File: src/hw/rtl/ltz_pkg.sv
// Shared types, character constants and small conversion helpers for the
// log timestamp zone converter. No dependencies.
package ltz_pkg;

  localparam int unsigned StampLen = 26;
  localparam int unsigned QDepth   = 2;

  localparam logic [7:0] ChOpen    = 8'h5B;
  localparam logic [7:0] ChNewline = 8'h0A;
  localparam logic [7:0] ChPlus    = 8'h2B;
  localparam logic [7:0] ChMinus   = 8'h2D;
  localparam logic [3:0] ChDigitHi = 4'h3;

  typedef logic [StampLen-1:0][7:0] stamp_t;
  typedef logic [3:0][3:0] year_t;

  typedef struct packed {
    logic       stamp;
    logic [7:0] data;
  } q_entry_t;

  typedef struct packed {
    logic     valid;
    q_entry_t entry;
  } q_push_t;

  typedef struct packed {
    logic full;
    logic nonempty;
  } q_stat_t;

  typedef struct packed {
    logic       neg;
    logic [4:0] hrs;
    logic [5:0] mins;
  } zone_cfg_t;

  typedef enum logic [1:0] {
    RegZoneNeg = 2'd0,
    RegZoneHrs = 2'd1,
    RegZoneMin = 2'd2
  } cfg_reg_e;

  // non-digit characters read as zero
  function automatic logic [3:0] digit_val(logic [7:0] c);
    return (c >= 8'h30 && c <= 8'h39) ? c[3:0] : 4'd0;
  endfunction

  function automatic logic [6:0] num2(logic [7:0] a, logic [7:0] b);
    return 7'(digit_val(a)) * 7'd10 + 7'(digit_val(b));
  endfunction

  // exact case-sensitive match, anything else is January
  function automatic logic [3:0] month_code(logic [23:0] s);
    logic [3:0] m;
    unique case (s)
      "Feb":   m = 4'd1;
      "Mar":   m = 4'd2;
      "Apr":   m = 4'd3;
      "May":   m = 4'd4;
      "Jun":   m = 4'd5;
      "Jul":   m = 4'd6;
      "Aug":   m = 4'd7;
      "Sep":   m = 4'd8;
      "Oct":   m = 4'd9;
      "Nov":   m = 4'd10;
      "Dec":   m = 4'd11;
      default: m = 4'd0;
    endcase
    return m;
  endfunction

  function automatic logic [23:0] month_text(logic [3:0] m);
    logic [23:0] s;
    unique case (m)
      4'd1:    s = "Feb";
      4'd2:    s = "Mar";
      4'd3:    s = "Apr";
      4'd4:    s = "May";
      4'd5:    s = "Jun";
      4'd6:    s = "Jul";
      4'd7:    s = "Aug";
      4'd8:    s = "Sep";
      4'd9:    s = "Oct";
      4'd10:   s = "Nov";
      4'd11:   s = "Dec";
      default: s = "Jan";
    endcase
    return s;
  endfunction

  function automatic logic [4:0] month_len(logic [3:0] m, logic leap);
    logic [4:0] n;
    unique case (m)
      4'd1:                      n = leap ? 5'd29 : 5'd28;
      4'd3, 4'd5, 4'd8, 4'd10:   n = 5'd30;
      default:                   n = 5'd31;
    endcase
    return n;
  endfunction

  // divisible by 4 depends only on the last two decimal digits
  function automatic logic is_leap(year_t y);
    logic [1:0] s;
    s = y[0][1:0] + {y[1][0], 1'b0};
    return s == 2'd0;
  endfunction

  function automatic year_t bcd_inc(year_t y);
    year_t r;
    logic  c;
    r = y;
    c = 1'b1;
    for (int i = 0; i < 4; i++) begin
      if (c) begin
        if (y[i] == 4'd9) begin
          r[i] = 4'd0;
        end else begin
          r[i] = y[i] + 4'd1;
          c    = 1'b0;
        end
      end
    end
    return r;
  endfunction

  function automatic year_t bcd_dec(year_t y);
    year_t r;
    logic  b;
    r = y;
    b = 1'b1;
    for (int i = 0; i < 4; i++) begin
      if (b) begin
        if (y[i] == 4'd0) begin
          r[i] = 4'd9;
        end else begin
          r[i] = y[i] - 4'd1;
          b    = 1'b0;
        end
      end
    end
    return r;
  endfunction

  // two decimal digits {tens, ones} of a value below 100
  function automatic logic [7:0] to_dec2(logic [6:0] v);
    logic [14:0] p;
    logic [3:0]  t;
    logic [6:0]  o;
    p = 15'(v) * 15'd205;
    t = p[14:11];
    o = v - 7'(t) * 7'd10;
    return {t, o[3:0]};
  endfunction

endpackage

File: src/hw/rtl/ltz_in_if.sv
// Input byte channel of the log timestamp zone converter.
// Plain valid/ready handshake, no dependencies.
interface ltz_in_if;
  logic       valid;
  logic       ready;
  logic [7:0] in_byte;

  modport source (output valid, output in_byte, input ready);
  modport sink (input valid, input in_byte, output ready);
endinterface

File: src/hw/rtl/ltz_out_if.sv
// Output byte channel of the log timestamp zone converter.
// Plain valid/ready handshake, no dependencies.
interface ltz_out_if;
  logic       valid;
  logic       ready;
  logic [7:0] out_byte;
  logic       run_last;

  modport source (output valid, output out_byte, output run_last, input ready);
  modport sink (input valid, input out_byte, input run_last, output ready);
endinterface

File: src/hw/rtl/ltz_front.sv
// Front end: accepts input bytes, tracks the line phase and collects the
// 26 timestamp bytes. Depends on ltz_pkg and ltz_in_if.
module ltz_front (
  input  logic             clk_i,
  input  logic             rst_ni,
  ltz_in_if.sink           in_i,
  input  ltz_pkg::q_stat_t q_stat_i,
  output ltz_pkg::q_push_t q_push_o,
  output ltz_pkg::stamp_t  stamp_o
);
  import ltz_pkg::*;

  typedef enum logic [2:0] {
    F_SEARCH = 3'b001,
    F_HOLD   = 3'b010,
    F_PASS   = 3'b100
  } fphase_e;

  fphase_e    phase_q, phase_d;
  logic [4:0] cnt_q, cnt_d;
  stamp_t     buf_q;
  logic       accept;

  assign in_i.ready = !q_stat_i.full;
  assign accept     = in_i.valid && in_i.ready;
  assign stamp_o    = buf_q;

  always_comb begin
    phase_d  = phase_q;
    cnt_d    = cnt_q;
    q_push_o = '0;
    if (accept) begin
      unique case (phase_q)
        F_HOLD: begin
          if (cnt_q == 5'(StampLen - 1)) begin
            // last stamp byte: hand the whole stamp to the back end
            cnt_d                = '0;
            phase_d              = F_PASS;
            q_push_o.valid       = 1'b1;
            q_push_o.entry.stamp = 1'b1;
            q_push_o.entry.data  = in_i.in_byte;
          end else begin
            cnt_d = cnt_q + 5'd1;
          end
        end
        F_SEARCH: begin
          q_push_o.valid      = 1'b1;
          q_push_o.entry.data = in_i.in_byte;
          if (in_i.in_byte == ChOpen) begin
            phase_d = F_HOLD;
            cnt_d   = '0;
          end
        end
        default: begin
          q_push_o.valid      = 1'b1;
          q_push_o.entry.data = in_i.in_byte;
          if (in_i.in_byte == ChNewline) begin
            phase_d = F_SEARCH;
          end
        end
      endcase
    end
  end

  always_ff @(posedge clk_i or negedge rst_ni) begin
    if (!rst_ni) begin
      phase_q <= F_SEARCH;
      cnt_q   <= '0;
    end else begin
      phase_q <= phase_d;
      cnt_q   <= cnt_d;
    end
  end

  always_ff @(posedge clk_i) begin
    if (accept && phase_q == F_HOLD) begin
      buf_q[cnt_q] <= in_i.in_byte;
    end
  end

endmodule

File: src/hw/rtl/ltz_queue.sv
// Two-entry queue between front and back end. Holds plain bytes and
// stamp-complete markers. Depends on ltz_pkg.
module ltz_queue (
  input  logic              clk_i,
  input  logic              rst_ni,
  input  ltz_pkg::q_push_t  push_i,
  input  logic              pop_i,
  output ltz_pkg::q_stat_t  stat_o,
  output ltz_pkg::q_entry_t head_o
);
  import ltz_pkg::*;

  localparam int unsigned PtrW = $clog2(QDepth);

  q_entry_t        mem_q [QDepth];
  logic [PtrW-1:0] wr_q, rd_q;
  logic [PtrW:0]   cnt_q;

  assign stat_o.full     = cnt_q == (PtrW + 1)'(QDepth);
  assign stat_o.nonempty = cnt_q != '0;
  assign head_o          = mem_q[rd_q];

  always_ff @(posedge clk_i or negedge rst_ni) begin
    if (!rst_ni) begin
      wr_q  <= '0;
      rd_q  <= '0;
      cnt_q <= '0;
    end else begin
      if (push_i.valid) begin
        wr_q <= wr_q + 1'b1;
      end
      if (pop_i) begin
        rd_q <= rd_q + 1'b1;
      end
      priority if (push_i.valid && !pop_i) begin
        cnt_q <= cnt_q + 1'b1;
      end else if (pop_i && !push_i.valid) begin
        cnt_q <= cnt_q - 1'b1;
      end
    end
  end

  always_ff @(posedge clk_i) begin
    if (push_i.valid) begin
      mem_q[wr_q] <= push_i.entry;
    end
  end

endmodule

File: src/hw/rtl/ltz_back.sv
// Back end: passes plain bytes to the output register, converts a complete
// timestamp in its division, minute, hour and date steps and emits its 26 bytes.
// Depends on ltz_pkg and ltz_out_if.
module ltz_back (
  input  logic               clk_i,
  input  logic               rst_ni,
  input  ltz_pkg::q_stat_t   q_stat_i,
  input  ltz_pkg::q_entry_t  head_i,
  output logic               pop_o,
  input  ltz_pkg::stamp_t    stamp_i,
  input  ltz_pkg::zone_cfg_t cfg_i,
  ltz_out_if.source          out_o
);
  import ltz_pkg::*;

  typedef enum logic [5:0] {
    B_PASS = 6'b000001,
    B_DIVM = 6'b000010,
    B_MINS = 6'b000100,
    B_HRS  = 6'b001000,
    B_DATE = 6'b010000,
    B_EMIT = 6'b100000
  } bstate_e;

  bstate_e st_q;
  logic [4:0] idx_q;
  logic       out_valid_q;
  logic [7:0] out_byte_q;
  logic       out_last_q;

  logic              neg_q;
  logic signed [13:0] tm_q;
  logic [12:0]       mag_q;
  logic [7:0]        qm_q;
  logic signed [8:0] hr_q;
  logic [5:0]        mi_q;
  logic signed [7:0] day_q;
  logic [3:0]        mon_q;
  year_t             yr_q;
  logic [1:0][3:0]   sec_q;
  logic [5:0][7:0]   sep_q;

  logic out_load, emit_byte, pass_byte;

  // load-time parse and zone shift
  logic [13:0]        src_mag, dst_mag;
  logic signed [13:0] t_load;
  // minute division by 60
  logic [13:0]        abs14;
  logic [27:0]        pm;
  logic [12:0]        rm_w;
  logic [5:0]         rm;
  logic signed [8:0]  fq_w;
  logic [5:0]         mi_w;
  // hour division by 24
  logic [8:0]         habs9;
  logic [15:0]        ph;
  logic [3:0]         q24;
  logic [7:0]         r24w;
  logic [4:0]         r24;
  logic signed [4:0]  hq_w;
  logic [6:0]         hrn_w;
  // calendar step
  logic [4:0]         lim, len_dn;
  logic [3:0]         mon_dn;
  year_t              yr_dn;
  // emit
  logic [7:0]  dd, hh, mm, zh, zm;
  logic [23:0] mt;
  logic [7:0]  text;

  assign out_load  = !out_valid_q || out_o.ready;
  assign pop_o     = (st_q == B_PASS) && q_stat_i.nonempty && out_load;
  assign pass_byte = pop_o && !head_i.stamp;
  assign emit_byte = (st_q == B_EMIT) && out_load;

  assign out_o.valid    = out_valid_q;
  assign out_o.out_byte = out_byte_q;
  assign out_o.run_last = out_last_q;

  always_comb begin
    src_mag = 14'(num2(stamp_i[22], stamp_i[23])) * 14'd60
            + 14'(num2(stamp_i[24], stamp_i[25]));
    dst_mag = 14'(cfg_i.hrs) * 14'd60 + 14'(cfg_i.mins);
    t_load  = $signed(14'(num2(stamp_i[15], stamp_i[16])))
            + ((stamp_i[21] == ChPlus) ? -$signed(src_mag) : $signed(src_mag))
            + (cfg_i.neg ? -$signed(dst_mag) : $signed(dst_mag));
  end

  always_comb begin
    abs14 = tm_q[13] ? 14'(-tm_q) : 14'(tm_q);
    pm    = 28'(abs14[12:0]) * 28'd17477;
    rm_w  = mag_q - 13'(qm_q) * 13'd60;
    rm    = rm_w[5:0];
    // floor division: a negative remainder borrows one more hour
    priority if (neg_q && rm != 6'd0) begin
      fq_w = -$signed({1'b0, qm_q} + 9'd1);
      mi_w = 6'd60 - rm;
    end else if (neg_q) begin
      fq_w = -$signed({1'b0, qm_q});
      mi_w = 6'd0;
    end else begin
      fq_w = $signed({1'b0, qm_q});
      mi_w = rm;
    end
  end

  always_comb begin
    habs9 = hr_q[8] ? 9'(-hr_q) : 9'(hr_q);
    ph    = 16'(habs9[7:0]) * 16'd171;
    q24   = ph[15:12];
    r24w  = habs9[7:0] - 8'(q24) * 8'd24;
    r24   = r24w[4:0];
    // a borrow that leaves the hour non-negative does not wrap it
    priority if (neg_q && !hr_q[8]) begin
      hq_w  = 5'sd0;
      hrn_w = hr_q[6:0];
    end else if (hr_q[8] && r24 != 5'd0) begin
      hq_w  = -$signed({1'b0, q24} + 5'd1);
      hrn_w = 7'(5'd24 - r24);
    end else if (hr_q[8]) begin
      hq_w  = -$signed({1'b0, q24});
      hrn_w = 7'd0;
    end else begin
      hq_w  = $signed({1'b0, q24});
      hrn_w = 7'(r24);
    end
  end

  always_comb begin
    lim    = month_len(mon_q, is_leap(yr_q));
    mon_dn = (mon_q == 4'd0) ? 4'd11 : mon_q - 4'd1;
    yr_dn  = (mon_q == 4'd0) ? bcd_dec(yr_q) : yr_q;
    len_dn = month_len(mon_dn, is_leap(yr_dn));
  end

  always_comb begin
    dd = to_dec2(day_q[6:0]);
    hh = to_dec2(hr_q[6:0]);
    mm = to_dec2({1'b0, mi_q});
    zh = to_dec2({2'b00, cfg_i.hrs});
    zm = to_dec2({1'b0, cfg_i.mins});
    mt = month_text(mon_q);
    unique case (idx_q)
      5'd0:    text = {ChDigitHi, dd[7:4]};
      5'd1:    text = {ChDigitHi, dd[3:0]};
      5'd2:    text = sep_q[0];
      5'd3:    text = mt[23:16];
      5'd4:    text = mt[15:8];
      5'd5:    text = mt[7:0];
      5'd6:    text = sep_q[1];
      5'd7:    text = {ChDigitHi, yr_q[3]};
      5'd8:    text = {ChDigitHi, yr_q[2]};
      5'd9:    text = {ChDigitHi, yr_q[1]};
      5'd10:   text = {ChDigitHi, yr_q[0]};
      5'd11:   text = sep_q[2];
      5'd12:   text = {ChDigitHi, hh[7:4]};
      5'd13:   text = {ChDigitHi, hh[3:0]};
      5'd14:   text = sep_q[3];
      5'd15:   text = {ChDigitHi, mm[7:4]};
      5'd16:   text = {ChDigitHi, mm[3:0]};
      5'd17:   text = sep_q[4];
      5'd18:   text = {ChDigitHi, sec_q[1]};
      5'd19:   text = {ChDigitHi, sec_q[0]};
      5'd20:   text = sep_q[5];
      5'd21:   text = cfg_i.neg ? ChMinus : ChPlus;
      5'd22:   text = {ChDigitHi, zh[7:4]};
      5'd23:   text = {ChDigitHi, zh[3:0]};
      5'd24:   text = {ChDigitHi, zm[7:4]};
      5'd25:   text = {ChDigitHi, zm[3:0]};
      default: text = 8'h00;
    endcase
  end

  always_ff @(posedge clk_i or negedge rst_ni) begin
    if (!rst_ni) begin
      st_q        <= B_PASS;
      idx_q       <= '0;
      out_valid_q <= 1'b0;
    end else begin
      if (out_load) begin
        out_valid_q <= pass_byte || emit_byte;
      end
      unique case (st_q)
        B_PASS: if (pop_o && head_i.stamp) st_q <= B_DIVM;
        B_DIVM: st_q <= B_MINS;
        B_MINS: st_q <= B_HRS;
        B_HRS:  st_q <= B_DATE;
        B_DATE: begin
          st_q  <= B_EMIT;
          idx_q <= '0;
        end
        B_EMIT: begin
          if (out_load) begin
            if (idx_q == 5'(StampLen - 1)) begin
              st_q  <= B_PASS;
              idx_q <= '0;
            end else begin
              idx_q <= idx_q + 5'd1;
            end
          end
        end
        default: st_q <= B_PASS;
      endcase
    end
  end

  always_ff @(posedge clk_i) begin
    if (pass_byte) begin
      out_byte_q <= head_i.data;
      out_last_q <= 1'b1;
    end else if (emit_byte) begin
      out_byte_q <= text;
      out_last_q <= idx_q == 5'(StampLen - 1);
    end
    unique case (st_q)
      B_PASS: begin
        if (pop_o && head_i.stamp) begin
          day_q    <= $signed({1'b0, num2(stamp_i[0], stamp_i[1])});
          mon_q    <= month_code({stamp_i[3], stamp_i[4], stamp_i[5]});
          yr_q[3]  <= digit_val(stamp_i[7]);
          yr_q[2]  <= digit_val(stamp_i[8]);
          yr_q[1]  <= digit_val(stamp_i[9]);
          yr_q[0]  <= digit_val(stamp_i[10]);
          hr_q     <= $signed({2'b00, num2(stamp_i[12], stamp_i[13])});
          tm_q     <= t_load;
          sec_q[1] <= digit_val(stamp_i[18]);
          sec_q[0] <= digit_val(stamp_i[19]);
          sep_q    <= {stamp_i[20], stamp_i[17], stamp_i[14],
                       stamp_i[11], stamp_i[6], stamp_i[2]};
        end
      end
      B_DIVM: begin
        neg_q <= tm_q[13];
        mag_q <= abs14[12:0];
        qm_q  <= pm[27:20];
      end
      B_MINS: begin
        hr_q <= hr_q + fq_w;
        mi_q <= mi_w;
      end
      B_HRS: begin
        hr_q  <= $signed({2'b00, hrn_w});
        day_q <= day_q + {{3{hq_w[4]}}, hq_w};
      end
      B_DATE: begin
        if (neg_q) begin
          if (day_q[7] || day_q == 8'sd0) begin
            mon_q <= mon_dn;
            yr_q  <= yr_dn;
            day_q <= day_q + $signed({3'b000, len_dn});
          end
        end else if (day_q > $signed({3'b000, lim})) begin
          day_q <= day_q - $signed({3'b000, lim});
          if (mon_q == 4'd11) begin
            mon_q <= 4'd0;
            yr_q  <= bcd_inc(yr_q);
          end else begin
            mon_q <= mon_q + 4'd1;
          end
        end
      end
      default: ;
    endcase
  end

endmodule

File: src/hw/rtl/log_timestamp_zone_converter.sv
// Log timestamp zone converter, top level. Plain bytes pass through a two-entry queue and an
// output register, one byte per cycle while the output is ready. A timestamp's 26 bytes are
// taken one per cycle while the queue has room; after the last one the back end does the
// calendar arithmetic in its division, minute, hour and date steps, then emits 26 bytes, one
// per cycle while the output is ready; input stalls once the queue fills meanwhile.
// Reset clears line phase, counters, queue and zone registers; the stamp buffer is not cleared.
module log_timestamp_zone_converter (
  input  logic       clk_i,
  input  logic       rst_ni,
  ltz_in_if.sink     in_i,
  ltz_out_if.source  out_o,
  input  logic       cfg_we_i,
  input  logic [1:0] cfg_idx_i,
  input  logic [5:0] cfg_data_i
);
  import ltz_pkg::*;

  zone_cfg_t cfg_q;
  q_push_t   q_push;
  q_stat_t   q_stat;
  q_entry_t  q_head;
  logic      q_pop;
  stamp_t    stamp;

  always_ff @(posedge clk_i or negedge rst_ni) begin
    if (!rst_ni) begin
      cfg_q <= '0;
    end else if (cfg_we_i) begin
      unique case (cfg_reg_e'(cfg_idx_i))
        RegZoneNeg: cfg_q.neg  <= cfg_data_i[0];
        RegZoneHrs: cfg_q.hrs  <= cfg_data_i[4:0];
        RegZoneMin: cfg_q.mins <= cfg_data_i;
        default: ;
      endcase
    end
  end

  ltz_front u_front (
    .clk_i    (clk_i),
    .rst_ni   (rst_ni),
    .in_i     (in_i),
    .q_stat_i (q_stat),
    .q_push_o (q_push),
    .stamp_o  (stamp)
  );

  ltz_queue u_queue (
    .clk_i  (clk_i),
    .rst_ni (rst_ni),
    .push_i (q_push),
    .pop_i  (q_pop),
    .stat_o (q_stat),
    .head_o (q_head)
  );

  ltz_back u_back (
    .clk_i    (clk_i),
    .rst_ni   (rst_ni),
    .q_stat_i (q_stat),
    .head_i   (q_head),
    .pop_o    (q_pop),
    .stamp_i  (stamp),
    .cfg_i    (cfg_q),
    .out_o    (out_o)
  );

  a_no_push_full: assert property (@(posedge clk_i) disable iff (!rst_ni)
    q_push.valid |-> !q_stat.full)
    else $error("queue push while full");

  a_no_pop_empty: assert property (@(posedge clk_i) disable iff (!rst_ni)
    q_pop |-> q_stat.nonempty)
    else $error("queue pop while empty");

  a_burst_unbroken: assert property (@(posedge clk_i) disable iff (!rst_ni)
    (out_o.valid && out_o.ready && !out_o.run_last) |=> out_o.valid)
    else $error("gap inside timestamp burst");

endmodule
File: src/flat_wrapper.sv
// flat-port wrapper written by rule: the top's interface ports become plain ports
module log_timestamp_zone_converter_flat import ltz_pkg::*;
  (clk_i, rst_ni, cfg_we_i, cfg_idx_i, cfg_data_i, in_i_valid, in_i_in_byte, in_i_ready, out_o_valid, out_o_out_byte, out_o_run_last, out_o_ready);
  ltz_in_if in_i_i ();
  ltz_out_if out_o_i ();
  input  logic clk_i;
  input  logic rst_ni;
  input  logic cfg_we_i;
  input  logic [1:0] cfg_idx_i;
  input  logic [5:0] cfg_data_i;
  input wire logic [$bits(in_i_i.valid)-1:0] in_i_valid;
  input wire logic [$bits(in_i_i.in_byte)-1:0] in_i_in_byte;
  output wire logic [$bits(in_i_i.ready)-1:0] in_i_ready;
  output wire logic [$bits(out_o_i.valid)-1:0] out_o_valid;
  output wire logic [$bits(out_o_i.out_byte)-1:0] out_o_out_byte;
  output wire logic [$bits(out_o_i.run_last)-1:0] out_o_run_last;
  input wire logic [$bits(out_o_i.ready)-1:0] out_o_ready;
  assign in_i_i.valid = in_i_valid;
  assign in_i_i.in_byte = in_i_in_byte;
  assign in_i_ready = in_i_i.ready;
  assign out_o_valid = out_o_i.valid;
  assign out_o_out_byte = out_o_i.out_byte;
  assign out_o_run_last = out_o_i.run_last;
  assign out_o_i.ready = out_o_ready;
  log_timestamp_zone_converter u_core (.clk_i(clk_i), .rst_ni(rst_ni), .in_i(in_i_i), .out_o(out_o_i), .cfg_we_i(cfg_we_i), .cfg_idx_i(cfg_idx_i), .cfg_data_i(cfg_data_i));
endmodule
File: config.mk
export PLATFORM = sky130hd
export DESIGN_NAME = log_timestamp_zone_converter_flat
export DESIGN_NICKNAME = d
export VERILOG_FILES = /design/src/hw/rtl/ltz_pkg.sv /design/src/hw/rtl/ltz_in_if.sv /design/src/hw/rtl/ltz_out_if.sv /design/src/hw/rtl/ltz_front.sv /design/src/hw/rtl/ltz_queue.sv /design/src/hw/rtl/ltz_back.sv /design/src/hw/rtl/log_timestamp_zone_converter.sv /design/src/flat_wrapper.sv
export SDC_FILE = /design/constraint.sdc
export NUM_CORES = 1
export LEC_CHECK = 0
export ABC_AREA = 0
export BUFFER_PORTS_ARGS = -buffer_cell sky130_fd_sc_hd__buf_2
export CAP_MARGIN = 30
export CORE_ASPECT_RATIO = 0.75
export CORE_MARGIN = 5
export CORE_UTILIZATION = 40
export CTS_CLUSTER_SIZE = 24
export DETAILED_ROUTE_END_ITERATION = 16
export PLACE_DENSITY = 0.66
export SYNTH_ARGS = -nofsm -noshare
export SYNTH_HDL_FRONTEND = slang
export SYNTH_SLANG_ARGS = --single-unit
File: constraint.sdc
create_clock -name clk_i -period 8.7 [get_ports clk_i]
set_input_delay 0 -clock clk_i [delete_from_list [all_inputs] [get_ports clk_i]]
set_output_delay 0 -clock clk_i [all_outputs]
set_load 0.05 [all_outputs]
# Word-level counts from Yosys, hierarchy flattened
# Memories as Yosys holds them, arrays and structs flattened. A register that Yosys moved wholly into a read port is not among the register bits.
# Cells that the tools add are included.
# word_totals
ff_bits	381
ram_bits	18
romBits	240
in_bits	21
output_inout_bits	11
elab_cells	452
n_memories	2
# op_classes
add_sub_neg	50
multipliers	21
magnitude_cmp	35
eq_ne	82
mux	121
n_reduce_logical	79
# mem_list
name	words	width	rd	rd_ports_with_merged_regs	write_ports	line	text
(name not given)	16	15	1	1	0	ltz_pkg.sv:75	unique case (m)
u_core.u_queue.mem_q	2	9	1	0	1	ltz_queue.sv:15	q_entry_t mem_q [QDepth];
# ops
cell	count
$eq 24x23->1 const B	11
$bwmux 208	1
$pmux 8 s26	1
$mux 4	35
$ge 8x6->1 const B	16
$le 8x6->1 const B	16
$mux 16	6
$mux 8	9
$eq 5x5->1 const B	11
$pmux 4 s11	1
$demux 8 s5	1
$eq 5x4->1 const B	8
$mux 5	8
$eq 4x4->1 const B	9
$pmux 6 s6	1
$add 7x4->7	5
$pmux 16 s2	1
$mul 4x3->6 const B	5
$mul 7x8->15 const B	2
$mux 6	5
$ne 3x3->1 const B	10
$logic_and 1x1->1	29
$mul 13x15->28 const B	1
$mul 6x8->14 const B	2
94 further kinds	194

# Depth between registers and ports, before layout
# depth
depth_word	23
depth_mapped	36
mapped_depth_nobuf	36

# Modules after synthesis
# A second synthesis with hierarchy kept.
# unflattened
hier_cells	2687
hier_area_um2	29687.2
# modules_own_cells
module	instances	cells_each	area_each_um2	seq_area_each_um2
ltz_back	1	2297	21312.9	4705.8
ltz_front	1	319	7041.8	6447.4
ltz_queue	1	44	844.6	640.6
log_timestamp_zone_converter	1	27	488.0	300.3

# Worst setup path after synthesis
# No wires, ideal clock.
# synth_timing
kind	register to register
start	register u_core.u_back.hr_q[0]
end	register u_core.u_back.day_q[7], data pin
setup_time_ns	0.260
arrival_time_ns	8.175
required_ns	8.440
setup_slack_ns	0.266
stages_incl_launch_ff	35
n_path_buf	0
synth_period_minus_slack_ns	8.434
path_cell_list	edfxtp_1 > inv_1 > ha_1 > nand2b_1 > xnor2_1 > ha_1 > inv_1 > fa_1 > fa_1 > inv_1 > fa_1 > ha_1 > a21o_1 > a211o_1 > a2111oi_0 > nor2_1 > a21oi_1 > xor2_1 > ha_1 > xor2_1 > xnor2_1 > nand3_1 > or4_1 > a21oi_1 > xor2_1 > a21o_1 > ha_1 > nand2_1 > o21ai_0 > o21ai_0 > nand2b_1 > a21oi_1 > xnor2_1 > a22o_1 > mux2_2
# synth_between
elab_chain_len	11
elab_cells_between_ends	15
classes_between	add/sub: 6; mul: 2; mux: 5; reduce/logical: 2
# synth_lines
element	line	text
from (decl)	ltz_back.sv:35	logic signed [8:0] hr_q;
from (signal assigned)	ltz_back.sv:225	hr_q <= $signed({2'b00, num2(stamp_i[12], stamp_i[13])});
from (signal assigned)	ltz_back.sv:239	hr_q <= hr_q + fq_w;
from (signal assigned)	ltz_back.sv:243	hr_q <= $signed({2'b00, hrn_w});
$neg 8->8	ltz_back.sv:109	habs9 = hr_q[8] ? 9'(-hr_q) : 9'(hr_q);
$mux 8 *	ltz_back.sv:109	
$mul 8x8->16	ltz_back.sv:110	ph = 16'(habs9[7:0]) * 16'd171;
$mul 4x2->2	ltz_back.sv:112	r24w = habs9[7:0] - 8'(q24) * 8'd24;
$sub 5x5->5	ltz_back.sv:112	
$reduce_bool 5->1	ltz_back.sv:118	end else if (hr_q[8] && r24 != 5'd0) begin
$logic_and 1x1->1	ltz_back.sv:118	
$mux 5 *	ltz_back.sv:118	
$mux 5 *	ltz_back.sv:115	priority if (neg_q && !hr_q[8]) begin
$add 8x8->8 *	ltz_back.sv:244	day_q <= day_q + {{3{hq_w[4]}}, hq_w};
$pmux 8 s3 *	ltz_back.sv:216	unique case (st_q)
to (signal assigned)	ltz_back.sv:219	day_q <= $signed({1'b0, num2(stamp_i[0], stamp_i[1])});
to (signal assigned)	ltz_back.sv:244	
to (signal assigned)	ltz_back.sv:251	day_q <= day_q + $signed({3'b000, len_dn});
to (decl)	ltz_back.sv:37	logic signed [7:0] day_q;
# Every way passes the cells marked *; elsewhere a longest branch is shown, timed or not.
# A chain may end at the register's enable or synchronous reset.

# Worst setup path in the final report
# layout_timing
start	register u_core.u_back.hr_q[1]
end	register u_core.u_back.day_q[7], data pin
# Same word-level chain as after synthesis.

==> metrics.txt <==
area occupied by registers=0.01209 sq mm; Arr. time, crit path=8.66 ns; commonest cells after routing, fill and taps aside=ha_1 (402), edfxtp_1 (362), inv_1 (299), nor2_1 (170), nand2_1 (145); Final Hold Viols=0; FP Rows=86; area of the multi-input gates=0.01632 sq mm; CP Class=reg -> reg; Placer Congestion=0.9266; die area=0.07993 sq mm; Worst EP required=9.01 ns; pin count of the biggest net entering global routing=71; Clock Latency Late Sink=0.58 ns; DRT Pass-1 Iters=5; Slew HR=31.94%; Buffers on Ports=31; DR vias=20310; Slew @ Worst Pin=1.021 ns; Mapped Area=0.02973 sq mm; Post-DRT Antenna Nets=0; Peak Freq=0.1198 GHz; Synthesis Warnings=0; setup TNS=0 ns; Fillers=6840; Routed Wire Length=68.38 mm; Final Setup Violations=0; Max Slew Vio Count=0; #FFs+latches synth=414; Synth Instances=2710; initial antenna violation count=2; syn_nets=3237; synth unique cells=95; post-DR wirelength/cell=18.11 um; CP Max Fanout=5; Worst Setup End Kind=flop; Worst Hold Class=in -> async; CTS tree=yes; Clock Skew=0.02706 ns; Area Growth Syn to Fin=10.28%; register area share after synthesis=40.68%; layout cells sized above 1=6.985%; most frequent CP cell=ha_1; core area=0.07360 sq mm; CTS max path bufs=3; CP startpoint kind=flop; CTS Buf Count=45; clock sinks=414; H-Tree Depth=2; first-pass GRT wire length=108.0 mm; Initial Util=40.39%; number of flops mapped to enable cells by yosys=362; Final min period=8.347 ns; vias in the first global route=19500; Die Span Y=246.1 um; DR vias/cell=5.381; Remaining DRCs=0; Final Cycle Share=95.94%; ys async rst share=8.696%; IO Pins=32; most common cell after layout, fill and taps aside=ha_1; clock-pin slew on the worst setup and hold paths=0.06 ns; grt ovf=0; status=finished, final reports clean; 1st-iter DRT viols=1742; fin nets=3297; Max Cap Viol=0; HPWL after detailed placement=50.56 mm; Global Route Usage Sum=16.74%; clk root buf=clkbuf_16; slowest stage delay, CP=0.52 ns; Crit-path slowest cell=fa_1; Top FF cell, synth=edfxtp_1; Die W=324.8 um; Avg Synthesized Cell Area=10.97 sq um
[per-layer routing]
metal  track usage [%]  vias to the layer above  share of wire, %
li1                  -                     9892                 -
met1             24.89                     9692                48
met2             25.13                      634                42
met3             3.531                       94               7.9
met4             3.817                        0               2.0
met5                 0                        -                 0
[path summary, 6_finish.rpt]
path | end | cells after the start | from | slack [ns]
max | u_core.u_back.day_q[7] | 33 | u_core.u_back.hr_q[1] | 0.35
min | u_core.u_front.phase_q[2] | 3 | rst_ni | 0.05
max reg2reg | u_core.u_back.day_q[7] | 33 | u_core.u_back.hr_q[1] | 0.35
min reg2reg | u_core.u_back.sep_q[12] | 0 | u_core.u_front.stamp_o[52] | 0.41
max in group asynchronous | u_core.cfg_q[9] | 3 | rst_ni | 8.18
min in group clk_i | u_core.u_front.stamp_o[77] | 1 | in_i_in_byte[5] | 0.07
[cell usage after synthesis (all sizes together) (12+ instances only)]
library cell / count / share of area (%)
nor2b: 27 / 0.57
dfrtp: 34 / 2.9
and3: 18 / 0.38
dfxtp: 16 / 1.1
and2: 53 / 1.1
nand2: 145 / 1.8
a31oi: 24 / 0.51
o31ai: 22 / 0.56
ha: 402 / 17
nand3b: 19 / 0.48
nand4: 25 / 0.53
or2: 12 / 0.25
o22ai: 18 / 0.38
a22o: 12 / 0.35
nand3: 50 / 0.84
mux2i: 17 / 0.57
nor4: 16 / 0.34
a21oi: 94 / 1.6
mux2: 24 / 0.91
inv: 301 / 3.8
nor3b: 19 / 0.52
clkbuf: 51 / 0.64
nor3: 37 / 0.62
edfxtp: 362 / 37
xor2: 59 / 1.7
o211ai: 15 / 0.38
fa: 104 / 7.0
o21ai: 131 / 2.2
a22oi: 31 / 0.78
a21o: 34 / 0.86
nand2b: 35 / 0.76
o21a: 12 / 0.30
nor2: 174 / 2.2
xnor2: 131 / 3.9
a211oi: 13 / 0.33
[final cells by class]
class | instances | share of cell area (%)
inverter | 302 | 3.458
sequential | 414 | 36.89
tap | 968 | 3.694
multi-input combinational | 1935 | 49.77
clock buffer | 54 | 3.568
timing repair buffer | 72 | 1.496
clock inverter | 29 | 1.122
antenna | 1 | 0.007632
[per-stage QoR]
stage          util (%)  hold WS (ns)  cells  cell area (sq um)  setup WS [ns]
6_report          44.55       0.05165   3775              32790         0.3535
5_1_grt           44.54       0.05293   3774              32780        -0.1438
4_1_cts           44.46       0.03123   3771              32720        0.02449
3_5_place_dp      42.18        0.1241   3674              31040       -0.02484
3_3_place_gp      42.17        0.1199   3672              31030         0.1571
2_1_floorplan         -       -0.2956   2710              29730         0.2656
[registers in the layout, summed over array words and instances, names as in the netlist, 3 cells and up]
name                          cells
u_core.u_queue.mem_q             18
u_core.u_back.idx_q               5
u_core.u_back.mag_q               6
u_core.u_front.stamp_o          208
u_core.u_back.sep_q              48
u_core.u_back.day_q               8
u_core.u_back.yr_q               16
u_core.u_back.hr_q                9
u_core.cfg_q                     12
u_core.u_back.tm_q               14
u_core.u_front.phase_q            3
u_core.u_back.mi_q                6
u_core.u_back.out_o.out_byte      8
u_core.u_back.st_q                6
u_core.u_back.sec_q               8
u_core.u_front.cnt_q              5
u_core.u_back.mon_q               4
u_core.u_back.mt                 15
u_core.u_back.qm_q                8
[logic make-up after synthesis]
kind of cell / share of synthesized area (%)
compound gates: 11.42
flops: 40.68
buf+inv: 4.617
xor+xnor: 5.825
fa+ha+maj: 23.92
mux: 1.557
simple gates: 11.98
[what timing repair did]
item / 4_1_cts / 5_1_grt
hold buffers: 14 / 0
gates resized for setup: 1 / 11
hold endpoints to repair: 51 / 0
buffers inserted: 0 / 2
setup endpoints to repair: 1 / 2
pin swaps: 0 / 2
[critical path: cells and delay by family (launching register included)]
kind	cells	cell delay, ns
AOI/OAI and AO/OA	11	2.32
xor gates and xnor gates	5	0.85
adders and majority gates	8	3.03
buffers and inverters	3	0.26
DFF	1	0.40
muxes	1	0.25
and+or+nand+nor	5	0.99
Power is not shown: default switching activity piles up to over one toggle a cycle in this logic, so the estimate is an artifact.
